==> src/rtl/core/mmfc_pkg.sv <==
// ----------------------------------------------------------------------------
// mmfc_pkg
// Shared types, command codes and the index-to-color function of the
// min/max false color map.
// ----------------------------------------------------------------------------
package mmfc_pkg;

  // Command codes on command_i
  localparam logic CMD_LOAD  = 1'b0;
  localparam logic CMD_FETCH = 1'b1;

  // Quotient bits of (v - min) * 512 / (max - min); a value of 512 is clamped
  localparam int unsigned QUOT_BITS = 10;
  localparam int unsigned IDX_BITS  = 9;
  localparam int unsigned CHAN_BITS = 8;

  typedef logic [QUOT_BITS-1:0] quot_t;
  typedef logic [CHAN_BITS-1:0] chan_t;

  typedef struct packed {
    chan_t red;
    chan_t green;
    chan_t blue;
  } rgb_t;

  // Clamp the quotient to 511, force 0 on a flat frame, then split into
  // the blue-to-green and green-to-red halves.
  function automatic rgb_t color_of(quot_t quot, logic flat);
    logic [IDX_BITS-1:0] idx;
    rgb_t                rgb;
    if (flat) begin
      idx = '0;
    end else if (quot[QUOT_BITS-1]) begin
      idx = '1;
    end else begin
      idx = quot[IDX_BITS-1:0];
    end
    if (!idx[IDX_BITS-1]) begin
      rgb.red   = '0;
      rgb.green = idx[CHAN_BITS-1:0];
      rgb.blue  = ~idx[CHAN_BITS-1:0];
    end else begin
      rgb.red   = idx[CHAN_BITS-1:0];
      rgb.green = ~idx[CHAN_BITS-1:0];
      rgb.blue  = '0;
    end
    return rgb;
  endfunction

endpackage

==> src/rtl/core/mmfc_div.sv <==
// ----------------------------------------------------------------------------
// mmfc_div
// Restoring divider, one quotient bit per cycle: (dividend * 512) / divisor
// for dividend <= divisor, giving a 10-bit quotient.
// ----------------------------------------------------------------------------
module mmfc_div #(
  parameter int unsigned WIDTH = 16
) (
  input  logic                clk_i,
  input  logic                rst_ni,
  input  logic                start_i,
  input  logic [WIDTH-1:0]    dividend_i,
  input  logic [WIDTH-1:0]    divisor_i,
  output logic                done_o,
  output mmfc_pkg::quot_t     quot_o
);

  localparam int unsigned CNT_W = $clog2(mmfc_pkg::QUOT_BITS + 1);

  logic [CNT_W-1:0] cnt_q, cnt_d;
  logic             first_q, first_d;
  logic             done_q, done_d;
  logic [WIDTH-1:0] rem_q, rem_d;
  logic [WIDTH-1:0] dsr_q, dsr_d;
  mmfc_pkg::quot_t  quot_q, quot_d;

  logic [WIDTH:0]   trial;
  logic [WIDTH:0]   diff;
  logic             ge;

  // Shared compare/subtract step
  always_comb begin
    trial = first_q ? {1'b0, rem_q} : {rem_q, 1'b0};
    diff  = trial - {1'b0, dsr_q};
    ge    = (trial >= {1'b0, dsr_q});
  end

  // Sequencer
  always_comb begin
    cnt_d   = cnt_q;
    first_d = first_q;
    done_d  = 1'b0;
    rem_d   = rem_q;
    dsr_d   = dsr_q;
    quot_d  = quot_q;
    if (start_i) begin
      cnt_d   = CNT_W'(mmfc_pkg::QUOT_BITS);
      first_d = 1'b1;
      rem_d   = dividend_i;
      dsr_d   = divisor_i;
      quot_d  = '0;
    end else if (cnt_q != '0) begin
      cnt_d   = cnt_q - CNT_W'(1);
      first_d = 1'b0;
      rem_d   = ge ? diff[WIDTH-1:0] : trial[WIDTH-1:0];
      quot_d  = {quot_q[mmfc_pkg::QUOT_BITS-2:0], ge};
      done_d  = (cnt_q == CNT_W'(1));
    end
  end

  always_ff @(posedge clk_i or negedge rst_ni) begin
    if (!rst_ni) begin
      cnt_q  <= '0;
      done_q <= 1'b0;
    end else begin
      cnt_q  <= cnt_d;
      done_q <= done_d;
    end
  end

  // Datapath registers
  always_ff @(posedge clk_i) begin
    first_q <= first_d;
    rem_q   <= rem_d;
    dsr_q   <= dsr_d;
    quot_q  <= quot_d;
  end

  assign done_o = done_q;
  assign quot_o = quot_q;

endmodule

==> config.mk <==
export PLATFORM = sky130hd
export DESIGN_NAME = mmfc_div
export DESIGN_NICKNAME = d
export VERILOG_FILES = /design/src/rtl/core/mmfc_pkg.sv /design/src/rtl/core/mmfc_div.sv
export SDC_FILE = /design/constraint.sdc
export NUM_CORES = 1
export LEC_CHECK = 0
export BUFFER_PORTS_ARGS = -buffer_cell sky130_fd_sc_hd__buf_2
export CORE_UTILIZATION = 55
export DETAILED_ROUTE_END_ITERATION = 12
export GPL_ROUTABILITY_DRIVEN = 0
export PLACE_DENSITY = 0.78
export SKIP_LAST_GASP = 1
export SYNTH_ARGS = -nofsm -noshare
export SYNTH_HDL_FRONTEND = slang
export SYNTH_SLANG_ARGS = --single-unit
==> constraint.sdc <==
create_clock -name clk_i -period 4.09 [get_ports clk_i]
set_input_delay 0.409 -clock clk_i [delete_from_list [all_inputs] [get_ports clk_i]]
set_output_delay 0.409 -clock clk_i [all_outputs]
set_load 0.1 [all_outputs]
==> flow_summary.toml, run 1 <==
[detailed_routing]
highest_layer = "met4"
detail_route.wirelength.met1_um = 2570
dr.first_iter.drc_count = 73
drt_wl_total_um = 5530
wl_met2_um = 2750
post_drt_wl_per_cell_um = 13.4
drt_pass_1_iters = 4
vias = 2221
drt.antenna.violating_nets = 0
remaining_drc_errors = 0
met3WireLength_um = 169
vias_per_cell = 5.40

[power]
p_switching_mw = 0.926
power.static_leakage_nw = 1.45
power.density_cell_area_mw_per_mm2 = 675
share_of_total_power_in_sequential_cells = 0.319
power_report.internal_total_mw = 1.31
p_comb_frac = 0.553
share_clk_of_total_power = 0.128
p_sw_frac = 0.413
ir_worst_vdd_uv = 341

[synth]
synth_enable_flop_cells = 32
synthCells = 297
postSynth.asyncResetShare = 0.104
synth.cell_area_mm2 = 0.00295
syn-mean-instance-area_um2 = 9.93
synth_top_flop_cell = "sky130_fd_sc_hd__edfxtp_1"
synth_sequential_area_ratio = 0.443
postSynthNetCount = 352
netlist-cell-type-count = 51
ys.warnings.count = 0
ys_seq_elements = 48

[layout]
seq_area_mm2 = 0.00131
n_fill_cell = 444
multi_input_area_mm2 = 0.00150
ratio_of_cells_with_drive_above_1_in_the_final_layout = 0.232
area_growth_syn_to_layout_pct = 12.5
antennaDiodeCount = 0
final_net_count = 395

[sta]
finalSetupTns_ps = 0
final_report_hold_violation_count = 0
rsz_0062_raised_after_global_routing = "false"
layout_min_cycle_time_ps = 3720
final.hold.worst_slack_ps = 281
timing.max_slew.rel_slack = 0.465
setup_viol = 0
max_clock_freq_mhz = 269
timing_max_transition_violations_final = 0
worst-slew-pin-transition_ps = 801
timing.clock.skew_ps = 6.23
post-route-period-util = 0.909

[worst_setup_path]
worst_r2r_path_depth = 9
critPathSlowestCell = "sky130_fd_sc_hd__dfxtp_1"
worst-path-max-fanout = 17
path_class = "flip-flop to flip-flop"
r2r_setup_slack_ps = 370
cp-end-kind = "flip-flop"
critPathLaunchType = "flip-flop"
setup.worst_path.end = "rem_q[14]"
crit_path_cell_trace = "mux2_2 > fa_1 > a21o_1 > a221o_1 > a21oi_1 > o21ai_0 > o41a_1 > mux2i_1 > a21oi_1"
crit_path_start = "first_q"
critPathMostFrequentCell = "sky130_fd_sc_hd__a21oi_1"
worstPathRequired_ps = 4120
rr_endpoint = "rem_q[14]"
cpPeakStageDelay_ps = 850
critical_path_arrival_ps = 3750
worst_r2r_startpoint = "first_q"

[global_route]
grt_pass1_vias = 2085
grtUsageTotal = 0.214
antenna_found_initial = 0
grt_first_pass_wirelength_um = 9120
grt_total_ovfl = 0
maximum_number_of_pins_on_one_net_before_global_route_repair = 44

[die]
core-area_mm2 = 0.00514
die-width_um = 75.2
floorplan.initialDensity = 0.574
chipHeight_um = 75.2
fp.dieArea_mm2 = 0.00566
fp-row-count = 26
design.portCount = 46

[clock_tree]
clock-root-buffer = "sky130_fd_sc_hd__clkbuf_8"
cts.repair_timing.setup_buffer_count = 0
clock_latency_ps = 300
h_tree_lvls = 2
clkTransAtPathRegs_ps = 90
cts_made_buffers = 5
cts_sinks = 48
clockBufferDepth = 2
tritoncts = "built"

[place]
port_buffers = 45
post_detailed_placement_half_perimeter_wirelength_um = 3990

[outcome]
result_of_the_run = "finished, final reports clean"

[run]
cap_violations = 0

[worst_hold_path]
worstHoldPathType = "primary input to flip-flop"
==> critical path, delay by kind of cell, from the launching register on <==
family	cells	cell delay, ps
AO/OA/AOI/OAI	6	1530
flip-flops	1	850
multiplexers	2	610
adder cells (fa/ha/maj)	1	430
==> cell families (layout without fill, tap and decap cells) <==
kind of cell,Yosys count,in the layout,synth area share
and+or+nand+nor,87,87,0.129
AOI/OAI and AO/OA,67,67,0.156
adders and majority gates,20,20,0.0874
muxes,25,25,0.0929
buffers and inverters,35,79,0.0483
xor gates and xnor gates,15,15,0.0445
DFF,48,48,0.443
==> how the worst min path moves through the flow <==
stage	startpoint	end	slack [ps]	cells past startpoint
finish	divisor_i[6]	dsr_q[6]	280	1
global route	divisor_i[3]	dsr_q[3]	270	1
CTS	divisor_i[6]	dsr_q[6]	270	1
detailed placement	rst_ni	cnt_q[2]	230	1
global placement	rst_ni	done_o	230	1
floorplan	rst_ni	cnt_q[0]	110	0
==> per-stage QoR <==
stage	setup WS (ps)	instance area [um^2]	total power [mW]	std cells	utilization
finish	370	3320	2.24	411	0.646
global route	165	3320	2.42	411	0.646
CTS	414	3320	2.24	411	0.646
detailed placement	428	3220	1.95	402	0.626
global placement	593	3220	1.92	402	0.626
floorplan	718	2950	1.74	297	-
==> state kept, by name, indices dropped and copies added (netlist names) <==
name	count
done_o	1
rem_q	16
dsr_q	16
quot_o	10
cnt_q	4
first_q	1
==> cell type report <==
class | count | share of cell area
well taps | 70 | 0.0264
inverters | 24 | 0.0271
multi-input cells | 214 | 0.452
flip-flops and latches | 48 | 0.394
clock inverters | 3 | 0.00641
repair buffers | 47 | 0.0732
clock buffers | 5 | 0.0207
==> layer usage <==
metal | track usage | vias up
met4 | 0.0453 | 0
met3 | 0.0388 | 4
li1 | - | 1142
met5 | 0 | -
met1 | 0.265 | 1036
met2 | 0.388 | 39
==> power groups by stage <==
| stage | Combinational [mW] | Sequential (mW) | Clock, mW |
|---|---|---|---|
| detailed placement | 1.23 | 0.724 | 0 |
| global route | 1.38 | 0.727 | 0.311 |
| CTS | 1.24 | 0.713 | 0.294 |
| finish | 1.24 | 0.714 | 0.287 |
| global placement | 1.20 | 0.718 | 0 |
| floorplan | 0.982 | 0.762 | 0 |
==> timing repair <==
item | CTS | global route
endpoints found under the hold margin | 5 | 0
resized for setup | 0 | 0
hold buffers | 1 | 0
==> cells in the mapped netlist (7+ instances only) <==
cell type | instances | share of area
sky130_fd_sc_hd__a21oi_1 | 30 | 0.051
sky130_fd_sc_hd__clkbuf_1 | 8 | 0.010
sky130_fd_sc_hd__dfxtp_1 | 11 | 0.075
sky130_fd_sc_hd__edfxtp_1 | 32 | 0.33
sky130_fd_sc_hd__ha_1 | 19 | 0.081
sky130_fd_sc_hd__inv_1 | 23 | 0.029
sky130_fd_sc_hd__mux2_2 | 15 | 0.057
sky130_fd_sc_hd__mux2i_1 | 9 | 0.031
sky130_fd_sc_hd__nand2_1 | 43 | 0.055
sky130_fd_sc_hd__nand3_1 | 7 | 0.012
sky130_fd_sc_hd__nor2_1 | 21 | 0.027
sky130_fd_sc_hd__o21ai_0 | 9 | 0.015
sky130_fd_sc_hd__xnor2_1 | 12 | 0.036
==> cell usage in the layout (no fill, tap or decap), drive strengths merged, types with 2 or more instances in the layout <==
master,instances
nor3,3
buf,46
clkbuf,5
mux2i,9
and3,3
o211ai,5
o21ai,10
o21bai,2
edfxtp,32
nand3,8
and2,2
o31ai,3
inv,26
or3,2
dfxtp,11
a211oi,2
dfrtp,5
mux2,16
nor2,21
a21o,3
nand2,43
a31oi,2
xnor2,12
a21oi,31
xor2,3
ha,19
Note: power is estimated with default switching activity, not from simulation.
==> run 2, diff against run 1 <==
--- a/config.mk
+++ b/config.mk
@@ -9,7 +9,7 @@
 export CORE_UTILIZATION = 55
 export DETAILED_ROUTE_END_ITERATION = 12
 export GPL_ROUTABILITY_DRIVEN = 0
-export PLACE_DENSITY = 0.78
+export PLACE_DENSITY_LB_ADDON = 0.12
 export SKIP_LAST_GASP = 1
 export SYNTH_ARGS = -nofsm -noshare
 export SYNTH_HDL_FRONTEND = slang
==> run 2 against run 1 <==
First-iteration DRC count down 26%. Count of clock-buffer cells in the layout is 3 higher. Non-clock buffer count is the same. Critical path depth stayed put. Via count down 1.3%. Die area is the same. Core utilization is 1.0 points higher. Highest routed layer unchanged.
==> flow_summary.toml, run 2 (synthesized netlist as in run 1, its figures left out) <==
[sta]
max_clock_freq_mhz = 275
post-route-period-util = 0.890
timing.max_slew.rel_slack = 0.490
layout_setup_ws_ps = 451
finalSetupTns_ps = 0
rsz_0062_raised_after_global_routing = "false"
timing_max_transition_violations_final = 0
timing.clock.skew_ps = 4.78
setup_viol = 0
layout_min_cycle_time_ps = 3640
worst-slew-pin-transition_ps = 764
final_report_hold_violation_count = 0

[place]
port_buffers = 45
post_detailed_placement_half_perimeter_wirelength_um = 3990
placement.setup.worst_slack_ps = 492

[worst_setup_path]
worstPathRequired_ps = 4120
critical_path_arrival_ps = 3670
crit_path_cell_trace = "mux2_2 > fa_1 > a21o_1 > a221o_1 > a21oi_1 > o21ai_0 > o41a_1 > mux2i_1 > a21oi_1"
worst_r2r_path_depth = 9
cp-end-kind = "flip-flop"
critPathMostFrequentCell = "sky130_fd_sc_hd__a21oi_1"
worst_r2r_startpoint = "first_q"
path_class = "flip-flop to flip-flop"
critPathSlowestCell = "sky130_fd_sc_hd__dfxtp_1"
rr_endpoint = "rem_q[14]"
critPathLaunchType = "flip-flop"
cpPeakStageDelay_ps = 820
worst-path-max-fanout = 17
r2r_setup_slack_ps = 450

[die]
core-area_mm2 = 0.00514
fp.dieArea_mm2 = 0.00566
chipHeight_um = 75.2
fp-row-count = 26
floorplan.initialDensity = 0.574
die-width_um = 75.2
design.portCount = 46

[global_route]
maximum_number_of_pins_on_one_net_before_global_route_repair = 44
met2_usage = 0.376
grtUsageMet1 = 0.258
antenna_found_initial = 0
grtUsageTotal = 0.208
globalRouteMet3Util = 0.0321
busiest_layer = "met2"
grt_pass1_vias = 2044
grt_total_ovfl = 0
grt_first_pass_wirelength_um = 8820

[clock_tree]
clock_latency_ps = 300
clockBufferDepth = 2
h_tree_lvls = 2
tritoncts = "built"
cts_made_buffers = 5
clock-root-buffer = "sky130_fd_sc_hd__clkbuf_8"
cts_sinks = 48
clkTransAtPathRegs_ps = 90
cts.repair_timing.setup_buffer_count = 0

[worst_hold_path]
hold_path.startpoint = "divisor_i[5]"
worstHoldPathType = "primary input to flip-flop"
number_of_cells_on_the_worst_hold_path = 1
worst_hold_path.endpoint = "dsr_q[5]"

[layout]
final_net_count = 395
layout.cells.most_common = "sky130_fd_sc_hd__buf_2"
ratio_of_cells_with_drive_above_1_in_the_final_layout = 0.232
multi_input_area_mm2 = 0.00150
n_fill_cell = 466
most-common-layout-cells = "sky130_fd_sc_hd__buf_2 (45), sky130_fd_sc_hd__nand2_1 (43), sky130_fd_sc_hd__edfxtp_1 (32), sky130_fd_sc_hd__a21oi_1 (30), sky130_fd_sc_hd__inv_1 (23)"
area_growth_syn_to_layout_pct = 14.3
seq_area_mm2 = 0.00131
antennaDiodeCount = 0

[power]
power.static_leakage_nw = 1.48
ir_worst_vdd_uv = 377
total_power_mw = 2.35
power.density_cell_area_mw_per_mm2 = 695

[detailed_routing]
drt_wl_total_um = 5580
dr.first_iter.drc_count = 54
remaining_drc_errors = 0
post_drt_wl_per_cell_um = 13.6
vias = 2193
drt.antenna.violating_nets = 0
vias_per_cell = 5.34
drt_pass_1_iters = 4

[run]
cap_violations = 0

[outcome]
result_of_the_run = "finished, final reports clean"
## run 2: layout make-up
type,count,area share
inverters,24,0.0267
multi-input cells,214,0.445
flip-flops and latches,48,0.387
repair buffers,47,0.0720
well taps,70,0.0260
clock buffers,8,0.0427
## run 2: power breakdown
group,switching [mW],internal (mW),total (mW)
clock network,0.161,0.232,0.393
registers,0.0612,0.654,0.715
logic,0.699,0.538,1.24
## run 2: per-layer routing
metal,vias up,share of wire,wire (um)
li1,1141,-,-
met4,0,0.0079,44
met5,-,0,0
met1,1008,0.48,2690
met2,39,0.48,2670
met3,5,0.030,168
## run 2: worst max path at each step
stage	from	endpoint	slack, ps
after floorplan	first_q	rem_q[14]	720
after global placement	first_q	rem_q[14]	560
after detailed placement	first_q	rem_q[14]	490
after CTS	first_q	rem_q[14]	460
after global routing	first_q	rem_q[14]	240
final	first_q	rem_q[14]	450
## run 2: worst max-delay path, delay by kind of cell (launching register included)
kind / cells / cell delay (ps)
DFF: 1 / 820
adders and majority gates: 1 / 430
AOI/OAI and AO/OA: 6 / 1520
muxes: 2 / 590
## run 2: timing repair
action,4_1_cts,5_1_grt
hold buffers,1,0
setup endpoints to repair,0,0
resized for setup,0,0
endpoints found under the hold margin,5,0
## run 2: through the flow
| stage | hold WS (ps) | instance area [um^2] | std cells | utilization |
|---|---|---|---|---|
| finish | 280 | 3370 | 411 | 0.656 |
| global route | 269 | 3370 | 411 | 0.656 |
| CTS | 275 | 3370 | 411 | 0.656 |
| detailed placement | 235 | 3220 | 402 | 0.626 |
| global placement | 229 | 3220 | 402 | 0.626 |
| floorplan | 113 | 2950 | 297 | - |
